<file path="src/design/fcsg_pkg.sv">
// Shared types and constants for the filled circle span generator.
`default_nettype none
package fcsg_pkg;

  localparam int unsigned MAX_RADIUS = 20;
  localparam logic [10:0] MAP_LIMIT  = 11'd1024;

  localparam logic [1:0] CFG_RADIUS     = 2'd0;
  localparam logic [1:0] CFG_MAP_WIDTH  = 2'd1;
  localparam logic [1:0] CFG_MAP_HEIGHT = 2'd2;

  typedef enum logic [1:0] {
    ST_IDLE = 2'b01,
    ST_RUN  = 2'b10
  } state_t;

  typedef struct packed {
    logic [9:0] row;
    logic [9:0] span_start;
    logic [9:0] span_end;
    logic       span_valid;
  } span_t;

  typedef struct packed {
    logic [9:0]  cx;
    logic [9:0]  cy;
    logic [4:0]  row_ofs;
    logic        row_down;
    logic [4:0]  half_len;
    logic [10:0] width;
    logic [10:0] height;
  } span_req_t;

endpackage
`default_nettype wire

</file>
<file path="src/design/fcsg_span.sv">
// Span unit: forms one horizontal span around the center and clips it to the map.
`default_nettype none
module fcsg_span (
  input  fcsg_pkg::span_req_t req,
  output fcsg_pkg::span_t     span
);

  logic signed [11:0] row_s;
  logic signed [11:0] xs;
  logic signed [11:0] xe;
  logic signed [11:0] xs_c;
  logic signed [11:0] xe_c;
  logic signed [11:0] w_m1;
  logic signed [11:0] h_s;
  logic               ok;

  always_comb begin
    w_m1  = $signed({1'b0, req.width}) - 12'sd1;
    h_s   = $signed({1'b0, req.height});
    row_s = req.row_down ? $signed({2'b00, req.cy}) + $signed({7'd0, req.row_ofs})
                         : $signed({2'b00, req.cy}) - $signed({7'd0, req.row_ofs});
    xs    = $signed({2'b00, req.cx}) - $signed({7'd0, req.half_len});
    xe    = $signed({2'b00, req.cx}) + $signed({7'd0, req.half_len});
    xs_c  = (xs < 12'sd0) ? 12'sd0 : xs;
    xe_c  = (xe > w_m1) ? w_m1 : xe;
    ok    = (row_s >= 12'sd0) && (row_s < h_s) && (req.width != 11'd0) && (xs_c <= xe_c);
    if (ok) begin
      span.row        = row_s[9:0];
      span.span_start = xs_c[9:0];
      span.span_end   = xe_c[9:0];
      span.span_valid = 1'b1;
    end else begin
      span = '0;
    end
  end

endmodule
`default_nettype wire

</file>
<file path="src/design/filled_circle_span_generator.sv">
// Top level: midpoint circle sequencer that emits clipped filled spans per center.
//
//   port group   dir  contents
//   cfg_*        in   register write: 0 radius, 1 map_width, 2 map_height
//   s_*          in   crater center; tuser marks a solid center cell
//   m_*          out  one span per item; tuser is span_valid, tlast ends the center
//
// A blank center answers with one item. A solid center runs
// the circle loop with one span unit, four spans per step, one span per cycle
// after the accept cycle while the output is not stalled.
// A stalled output holds the sequencer in place. Reset is synchronous and
// restores the register defaults.
`default_nettype none
module filled_circle_span_generator (
  input  wire logic        clk,
  input  wire logic        rst,
  input  wire logic        cfg_we,
  input  wire logic [1:0]  cfg_index,
  input  wire logic [10:0] cfg_data,
  input  wire logic        s_tvalid,
  output logic             s_tready,
  input  wire logic [23:0] s_tdata,  // center_x [9:0], center_y [19:10], zero fill
  input  wire logic        s_tuser,  // target_solid
  output logic             m_tvalid,
  input  wire logic        m_tready,
  output logic [31:0]      m_tdata,  // row [9:0], span_start [19:10], span_end [29:20], zero fill
  output logic             m_tuser,  // span_valid
  output logic             m_tlast
);

  logic [4:0]  radius;
  logic [10:0] map_width;
  logic [10:0] map_height;

  fcsg_pkg::state_t state;
  logic [9:0]          cx;
  logic [9:0]          cy;
  logic signed [6:0]   x;
  logic signed [6:0]   y;
  logic signed [9:0]   p;
  logic [1:0]          phase;

  logic signed [6:0]   x_next;
  logic signed [6:0]   y_next;
  logic signed [9:0]   p_next;
  logic signed [9:0]   x_w;
  logic signed [9:0]   y_w;
  logic [4:0]          r_sat;
  logic                out_free;
  logic                accept;
  logic                step_last;

  fcsg_pkg::span_req_t req;
  fcsg_pkg::span_t     span;

  fcsg_span u_span (
    .req  (req),
    .span (span)
  );

  always_ff @(posedge clk) begin
    if (rst) begin
      radius     <= 5'd20;
      map_width  <= 11'd512;
      map_height <= 11'd240;
    end else if (cfg_we) begin
      case (cfg_index)
        fcsg_pkg::CFG_RADIUS:     radius     <= cfg_data[4:0];
        fcsg_pkg::CFG_MAP_WIDTH:  map_width  <= cfg_data;
        fcsg_pkg::CFG_MAP_HEIGHT: map_height <= cfg_data;
        default: ;
      endcase
    end
  end

  always_comb begin
    out_free = !m_tvalid || m_tready;
    s_tready = (state == fcsg_pkg::ST_IDLE) && out_free;
    accept   = s_tvalid && s_tready;
    r_sat    = (radius > 5'(fcsg_pkg::MAX_RADIUS)) ? 5'(fcsg_pkg::MAX_RADIUS) : radius;

    x_w    = {{3{x[6]}}, x};
    y_w    = {{3{y[6]}}, y};
    x_next = x + 7'sd1;
    if (p < 10'sd0) begin
      p_next = p + (x_w <<< 2) + 10'sd6;
      y_next = y;
    end else begin
      p_next = p + ((x_w - y_w) <<< 2) + 10'sd10;
      y_next = y - 7'sd1;
    end
    step_last = (phase == 2'd3) && (y_next < x_next);

    req.cx       = cx;
    req.cy       = cy;
    req.row_ofs  = phase[0] ? x[4:0] : y[4:0];
    req.half_len = phase[0] ? y[4:0] : x[4:0];
    req.row_down = phase[1];
    req.width    = (map_width > fcsg_pkg::MAP_LIMIT) ? fcsg_pkg::MAP_LIMIT : map_width;
    req.height   = (map_height > fcsg_pkg::MAP_LIMIT) ? fcsg_pkg::MAP_LIMIT : map_height;
  end

  always_ff @(posedge clk) begin
    if (rst) begin
      state    <= fcsg_pkg::ST_IDLE;
      m_tvalid <= 1'b0;
      phase    <= 2'd0;
    end else begin
      case (state)
        fcsg_pkg::ST_IDLE: begin
          if (accept && !s_tuser) begin
            m_tvalid <= 1'b1;
          end else if (m_tready) begin
            m_tvalid <= 1'b0;
          end
          if (accept && s_tuser) begin
            state <= fcsg_pkg::ST_RUN;
          end
        end
        fcsg_pkg::ST_RUN: begin
          if (out_free) begin
            m_tvalid <= 1'b1;
            phase    <= phase + 2'd1;
            if (step_last) begin
              state <= fcsg_pkg::ST_IDLE;
            end
          end
        end
        default: state <= fcsg_pkg::ST_IDLE;
      endcase
    end
  end

  always_ff @(posedge clk) begin
    if (accept) begin
      cx <= s_tdata[9:0];
      cy <= s_tdata[19:10];
      x  <= 7'sd0;
      y  <= $signed({2'b00, r_sat});
      p  <= 10'sd3 - $signed({4'd0, r_sat, 1'b0});
      if (!s_tuser) begin
        m_tdata <= '0;
        m_tuser <= 1'b0;
        m_tlast <= 1'b1;
      end
    end else if (state == fcsg_pkg::ST_RUN && out_free) begin
      m_tdata <= {2'b00, span.span_end, span.span_start, span.row};
      m_tuser <= span.span_valid;
      m_tlast <= step_last;
      if (phase == 2'd3) begin
        x <= x_next;
        y <= y_next;
        p <= p_next;
      end
    end
  end

`ifndef SYNTH
  a_loop_bound: assert property (@(posedge clk) disable iff (rst)
    state == fcsg_pkg::ST_RUN |-> y >= x)
    else $error("circle loop running past its end");

  a_invalid_zero: assert property (@(posedge clk) disable iff (rst)
    m_tvalid && !m_tuser |-> m_tdata == 32'd0)
    else $error("invalid span carries nonzero data");

  a_blank_single: assert property (@(posedge clk) disable iff (rst)
    s_tvalid && s_tready && !s_tuser |=> m_tvalid && m_tlast && state == fcsg_pkg::ST_IDLE)
    else $error("blank center did not give a single final item");
`endif

endmodule
`default_nettype wire
</file>
<file path="config.mk">
export PLATFORM = sky130hd
export DESIGN_NAME = filled_circle_span_generator
export DESIGN_NICKNAME = d
export VERILOG_FILES = /design/src/design/fcsg_pkg.sv /design/src/design/fcsg_span.sv /design/src/design/filled_circle_span_generator.sv
export SDC_FILE = /design/constraint.sdc
export NUM_CORES = 1
export LEC_CHECK = 0
export BUFFER_PORTS_ARGS = -buffer_cell sky130_fd_sc_hd__clkbuf_2
export CAP_MARGIN = 20
export CORE_MARGIN = 2
export CORE_UTILIZATION = 55
export CTS_CLUSTER_SIZE = 14
export DETAILED_ROUTE_END_ITERATION = 12
export GPL_TIMING_DRIVEN = 0
export PLACE_DENSITY = 0.75
export SYNTH_ARGS = -nofsm -noshare
export SYNTH_HDL_FRONTEND = slang
export SYNTH_SLANG_ARGS = --single-unit
</file>
<file path="constraint.sdc">
create_clock -name clk -period 9 [get_ports clk]
set_clock_uncertainty 0.1 [all_clocks]
set_input_delay 2.7 -clock clk [delete_from_list [all_inputs] [get_ports clk]]
set_output_delay 2.7 -clock clk [all_outputs]
set_load 0.02 [all_outputs]
</file>
==> qor.txt, run 1 <==
Cell Rows - 44
Register Area - 2803 um2
H-tree depth - 3
setup repair after global routing missed its margin - no
buffers from clock root to sink, at most - 2
maximum net fanout on the critical path - 10
Post-Layout Cell Count - 1155
ratio of total power to cell area - 174.6 nW/um2
post-synthesis cell area - 7986 um2
Yosys warnings - 0
hold buffer count at cts - 0
number of different library cells in the post-synthesis netlist - 71
clock latency at the later pin of the worst-skew pair - 360 ps
residual antenna-violating net count after detailed routing - 0
max incr delay on CP - 570 ps
detailed-route wire length - 18510 um
number of antenna violations at the first check in global routing - 0
slowest library cell on the worst path - sky130_fd_sc_hd__or4_1
Yosys reg bits - 107
leakage dissipation - 3.809 nW
fin nets - 1113
Yosys top cell area share - 24.82%
commonest non-fill, non-tap cell in the layout - sky130_fd_sc_hd__nand2_1
sequential share of the synthesized area - 35.09%
I/O pin total - 79
HPWL after DPL - 14680 um
largest area contributor in the netlist - sky130_fd_sc_hd__edfxtp_1
shortest period the worst path allows - 7988 ps
number of pins exceeding their max-slew limit in the final report - 0
clock tree from TritonCTS - yes
count of flip-flops with a built-in enable after synthesis - 66
largest family of logic cells by synthesized area - simple AND/OR/NAND/NOR gates
worst ir drop on vdd - 0.1262 mV
compound-gate portion of the synthesized area - 15.51%
Starting Density - 55.58%
minimum hold slack - 356.4 ps
Cells after DPL - 1139
# fillers - 1227
library cell appearing most often on the critical path - sky130_fd_sc_hd__ha_1
area fraction in and, or, nand and nor cells after synthesis - 18.96%
Fin. Hold Viols - 0
last weighted congestion value of the routability-driven placer - 0.9061
vias post-DR - 6651
Adder-Cell Fraction of Synth Area - 16.95%
DR iter-0 viols - 394
number of diodes added for antenna fixing - 0
slew margin rel. - 37.51%
crit start category - flip-flop
ranking of synthesized cells by area - sky130_fd_sc_hd__edfxtp_1, sky130_fd_sc_hd__ha_1, sky130_fd_sc_hd__dfxtp_1, sky130_fd_sc_hd__nand2_1, sky130_fd_sc_hd__a21oi_1
Die Width - 124.5 um
summed negative setup slack over all endpoints - 0 ps
wire length per cell - 16.02 um
die boundary height - 124.5 um
Final Cycle Share - 88.76%
number of violations of the max-capacitance limit - 0
multiplexer fraction of the synthesized cell area - 2.209%
crit path setup slack, layout - 1012 ps
number of DRC violations after detailed routing - 0
Syn Area/Cell - 9.065 um2
final core occ - 61.92%
multi-input logic area - 4796 um2
ratio of routed vias to standard cells - 5.758
Setup Viol. Count Final - 0
PortBufs - 72
startpoint-to-endpoint class of the critical path - flip-flop to flip-flop
Clock Sink Count - 107
die outline area - 15500 um2
number of global-route vias before repair - 6459
parity-gate share of the synthesized area counting xor and xnor cells - 6.094%
capturing element type of the critical path - flip-flop
root buffer cell - sky130_fd_sc_hd__clkbuf_16
First-pass DRT Iterations - 5
global route total overflow - 0
post-placement worst setup slack - 1156 ps
Hold Path Class - flip-flop to flip-flop
most instantiated flip-flop cell in the synthesis netlist - sky130_fd_sc_hd__edfxtp_1
commonest cells after routing, fill and taps aside - sky130_fd_sc_hd__nand2_1, sky130_fd_sc_hd__ha_1, sky130_fd_sc_hd__clkbuf_2
run status - finished, final reports clean
async set or reset register ratio after synthesis - 0%
pin count of the biggest net entering global routing - 30
maximum frequency from static timing analysis - 125.2 MHz
setup bufs post-CTS - 0
CTS resizes - 0
cell count after synthesis - 881
Total Routing Usage GR - 24.54%
area inside the core boundary - 14370 um2
number of buffers inserted during clock tree synthesis - 9
wire length of the first global-routing pass - 30880 um
arrival time of data at the critical path endpoint - 7980 ps
CTS clk-pin slew, worst paths - 70 ps
Critical Path RT - 8990 ps
transition at the pin with the smallest max-transition slack - 935.5 ps
proportion of layout cells with a drive suffix above 1 - 12.67%
layout overhead on the synthesized area - 11.41%
## state kept, by name, summed over array words and instances (netlist names), 5 cells and up
register,flops
x,7
m_tdata,30
map_width,11
cy,10
y,7
cx,10
radius,5
p,9
map_height,11
## Yosys cell counts (all sizes together) (7+ instances only)
| cell type | count |
|---|---|
| mux2i | 12 |
| nand3 | 16 |
| o21bai | 9 |
| nor4 | 9 |
| nor2 | 73 |
| buf | 9 |
| nand2 | 116 |
| nor2b | 20 |
| ha | 97 |
| fa | 7 |
| nor3 | 23 |
| a21o | 19 |
| a211oi | 7 |
| inv | 65 |
| a2111oi | 9 |
| nand2b | 15 |
| o21a | 10 |
| nor3b | 7 |
| edfxtp | 66 |
| xnor2 | 34 |
| o21ai | 42 |
| xor2 | 19 |
| clkbuf | 26 |
| a21oi | 62 |
| dfxtp | 41 |
## where the power goes
part	switching [mW]	leakage (nW)	internal, mW
Clock	0.195	0.135	0.191
Combinational	0.343	2.70	0.234
Sequential	0.0223	0.972	0.568
## final timing paths
check                              startpoint  cells past startpoint            end  slack (ps)
worst min-delay path            map_height[9]                      2  map_height[9]         360
worst max register to register       phase[0]                     28    m_tdata[23]        1010
worst max-delay path                 phase[0]                     28    m_tdata[23]        1010
worst min register to register  map_height[9]                      2  map_height[9]         360
## cells by family after synthesis
family,count (synthesis)
flip-flops,107
XOR/XNOR,54
multiplexers,17
buffers and inverters,100
other,1
AND/OR/NAND/NOR,313
AO/OA/AOI/OAI,185
adder cells (fa/ha/maj),104
## critical path: cells and delay by family, from the launching register on
kind	cells	cell delay, ps
flip-flops	1	340
buffers and inverters	4	1100
AND/OR/NAND/NOR	8	1810
XOR/XNOR	1	270
adder cells (fa/ha/maj)	3	910
AO/OA/AOI/OAI	11	2800
multiplexers	1	370
## metal layers
metal  share of wire [%]  GRT usage, %
met1                  45         32.09
met2                  46         40.76
met3                 5.3         3.479
met4                 3.5         10.58
met5                   0             0
## layout make-up
cell class,count,share of cell area (%)
clock buffer,10,2.573
inverter,65,2.742
buffer,35,1.884
tap,184,2.588
sequential,107,31.50
multi-input combinational,675,53.90
timing repair buffer,73,4.275
clock inverter,6,0.5344
## through the flow
stage | power (mW) | instance area [um2]
after global placement | 1.157 | 8581
final | 1.553 | 8897
after CTS | 1.560 | 8897
after global routing | 1.651 | 8897
after detailed placement | 1.174 | 8621
after floorplan | 1.032 | 7990
Note: power is estimated with default switching activity, not from simulation.
==> run 2: changes to the inputs <==
Settings changed: CORE_MARGIN 2 to 5, PLACE_DENSITY 0.75 to 0.77.
==> qor.txt, run 2 (same netlist as run 1, synthesis figures left out) <==
hold buffer count at cts - 0 (unchanged)
Final Cycle Share - 88.47% (-0.29 points)
slowest library cell on the worst path - sky130_fd_sc_hd__or4_1
register with the most flip-flops - m_tdata
slew margin rel. - 40.42% (+2.9 points)
number of antenna violations at the first check in global routing - 0 (unchanged)
First-pass DRT Iterations - 5 (unchanged)
ratio of total power to cell area - 176.8 nW/um2 (+1.3%)
worst ir drop on vdd - 0.1133 mV (-10%)
Fin. Hold Viols - 0 (unchanged)
minimum hold slack - 356.7 ps (+0.2500 ps)
sequential cell fraction of total power - 37.4% (-0.6 points)
Internal Power - 1.026 mW (+3.4%)
combinational cell fraction of total power - 36.6% (-0.5 points)
global route total overflow - 0 (unchanged)
residual antenna-violating net count after detailed routing - 0 (unchanged)
Total Routing Usage GR - 22.14% (-2.4 points)
Hold Path Class - flip-flop to flip-flop
HPWL after DPL - 14870 um (+1.3%)
ratio of routed vias to standard cells - 5.631 (-2.2%)
detailed-route wire length - 18470 um (-0.19%)
wire length per cell - 15.98 um (-0.28%)
max incr delay on CP - 560 ps (about the same)
crit start category - flip-flop
die boundary height - 130.5 um (+4.8%)
number of violations of the max-capacitance limit - 0 (unchanged)
shortest period the worst path allows - 7962 ps (-26.44 ps)
setup repair after global routing missed its margin - no
number of diodes added for antenna fixing - 0 (unchanged)
Cell Rows - 44 (unchanged)
post-placement worst setup slack - 1226 ps (+70.39 ps)
transition at the pin with the smallest max-transition slack - 891.7 ps (-43.78 ps)
root buffer cell - sky130_fd_sc_hd__clkbuf_16
Clk network pwr share - 25.9% (+1.0 points)
number of global-route vias before repair - 6216 (-3.8%)
number of buffers inserted during clock tree synthesis - 9 (unchanged)
Starting Density - 55.58% (unchanged)
number of DRC violations after detailed routing - 0 (unchanged)
fin nets - 1114 (+0.090%)
layout overhead on the synthesized area - 11.84%
capturing element type of the critical path - flip-flop
number of pins exceeding their max-slew limit in the final report - 0 (unchanged)
clock latency at the later pin of the worst-skew pair - 360 ps (about the same)
Die Width - 130.5 um (+4.8%)
buffers from clock root to sink, at most - 2 (unchanged)
sw frac - 35.00% (-1.1 points)
area inside the core boundary - 14370 um2 (unchanged)
Setup Viol. Count Final - 0 (unchanged)
Switch Pwr - 0.5527 mW (-1.4%)
maximum net fanout on the critical path - 10 (unchanged)
H-tree depth - 3 (unchanged)
last weighted congestion value of the routability-driven placer - 0.9646 (+6.5%)
die outline area - 17030 um2 (+9.9%)
CTS clk-pin slew, worst paths - 80 ps (about the same)
Critical Path RT - 8990 ps (about the same)
Clock Sink Count - 107 (unchanged)
startpoint-to-endpoint class of the critical path - flip-flop to flip-flop
arrival time of data at the critical path endpoint - 7950 ps (-30 ps)
wire length of the first global-routing pass - 29860 um (-3.3%)
setup bufs post-CTS - 0 (unchanged)
pin count of the biggest net entering global routing - 32 (+6.7%)
multi-input logic area - 4796 um2 (unchanged)
registers with the most flip-flops - m_tdata: 30 flops, map_height: 11 flops, map_width: 11 flops
leakage dissipation - 3.830 nW (+0.53%)
commonest non-fill, non-tap cell in the layout - sky130_fd_sc_hd__nand2_1
crit path setup slack, layout - 1038 ps (+26.44 ps)
Cells after DPL - 1140 (+0.088%)
I/O pin total - 79 (unchanged)
commonest cells after routing, fill and taps aside - sky130_fd_sc_hd__nand2_1, sky130_fd_sc_hd__ha_1, sky130_fd_sc_hd__clkbuf_2
library cell appearing most often on the critical path - sky130_fd_sc_hd__ha_1
proportion of layout cells with a drive suffix above 1 - 12.76% (+0.090 points)
maximum frequency from static timing analysis - 125.6 MHz (+0.33%)
flip-flop count of the largest register after layout - 30 (unchanged)
summed negative setup slack over all endpoints - 0 ps (unchanged)
# fillers - 1208 (-1.5%)
DR iter-0 viols - 404 (+2.5%)
vias post-DR - 6510 (-2.1%)
clock tree from TritonCTS - yes
Post-Layout Cell Count - 1156 (+0.087%)
CTS resizes - 0 (unchanged)
Register Area - 2803 um2 (unchanged)
run status - finished, final reports clean
PortBufs - 72 (unchanged)
-- run 2: cell types whose count changed in the layout (fill, tap and decap cells not counted) --
cell and delta:
sky130_fd_sc_hd__buf_2 +1, sky130_fd_sc_hd__clkinv_4 -1, sky130_fd_sc_hd__clkbuf_1 +1, sky130_fd_sc_hd__clkinv_1 -1, sky130_fd_sc_hd__clkbuf_16 +2, sky130_fd_sc_hd__inv_6 -2
sky130_fd_sc_hd__inv_4 +1
-- run 2: worst max-delay path, delay by kind of cell, from the launching register on --
kind	cells	cell delay, ps
buffers and inverters	4	1090
and+or+nand+nor	8	1800
AOI/OAI and AO/OA	11	2790
xor gates and xnor gates	1	250
muxes	1	380
DFF	1	340
adders and majority gates	3	890
-- run 2: power groups by stage --
stage / clock network (mW) / logic (mW) / registers [mW]
global route: 0.435 / 0.649 / 0.595
CTS: 0.415 / 0.579 / 0.591
detailed placement: 0 / 0.574 / 0.602
finish: 0.409 / 0.579 / 0.591
global placement: 0 / 0.555 / 0.602
floorplan: 0 / 0.424 / 0.609
-- run 2: layout make-up --
cell class	instances	share of cell area [%]
multi-input cells	675	53.69
flip-flops and latches	107	31.38
repair buffers	74	4.314
clock buffers	13	3.166
inverters	65	2.731
well taps	184	2.577
plain buffers	35	1.877
clock inverters	3	0.2661
-- run 2: layer usage --
layer / vias up / global-route usage [%] / share of wire, %
met3: 44 / 4.228 / 5.3
met5: - / 0 / 0
met4: 0 / 8.288 / 3.0
met2: 169 / 36.81 / 48
met1: 3022 / 28.76 / 44
li1: 3275 / - / -
-- run 2: final timing paths --
check | cells after the start | startpoint | end | slack [ps]
max | 28 | phase[0] | m_tdata[23] | 1040
min | 2 | map_height[10] | map_height[10] | 360
max reg2reg | 28 | phase[0] | m_tdata[23] | 1040
min reg2reg | 2 | map_height[10] | map_height[10] | 360
-- run 2: metrics by stage --
stage	total power [mW]	instance area (um2)	utilization (%)
after floorplan	1.032	7990	-
after global placement	1.157	8581	59.72
after detailed placement	1.176	8626	60.03
after CTS	1.585	8932	62.16
after global routing	1.679	8932	62.16
final	1.579	8932	62.16
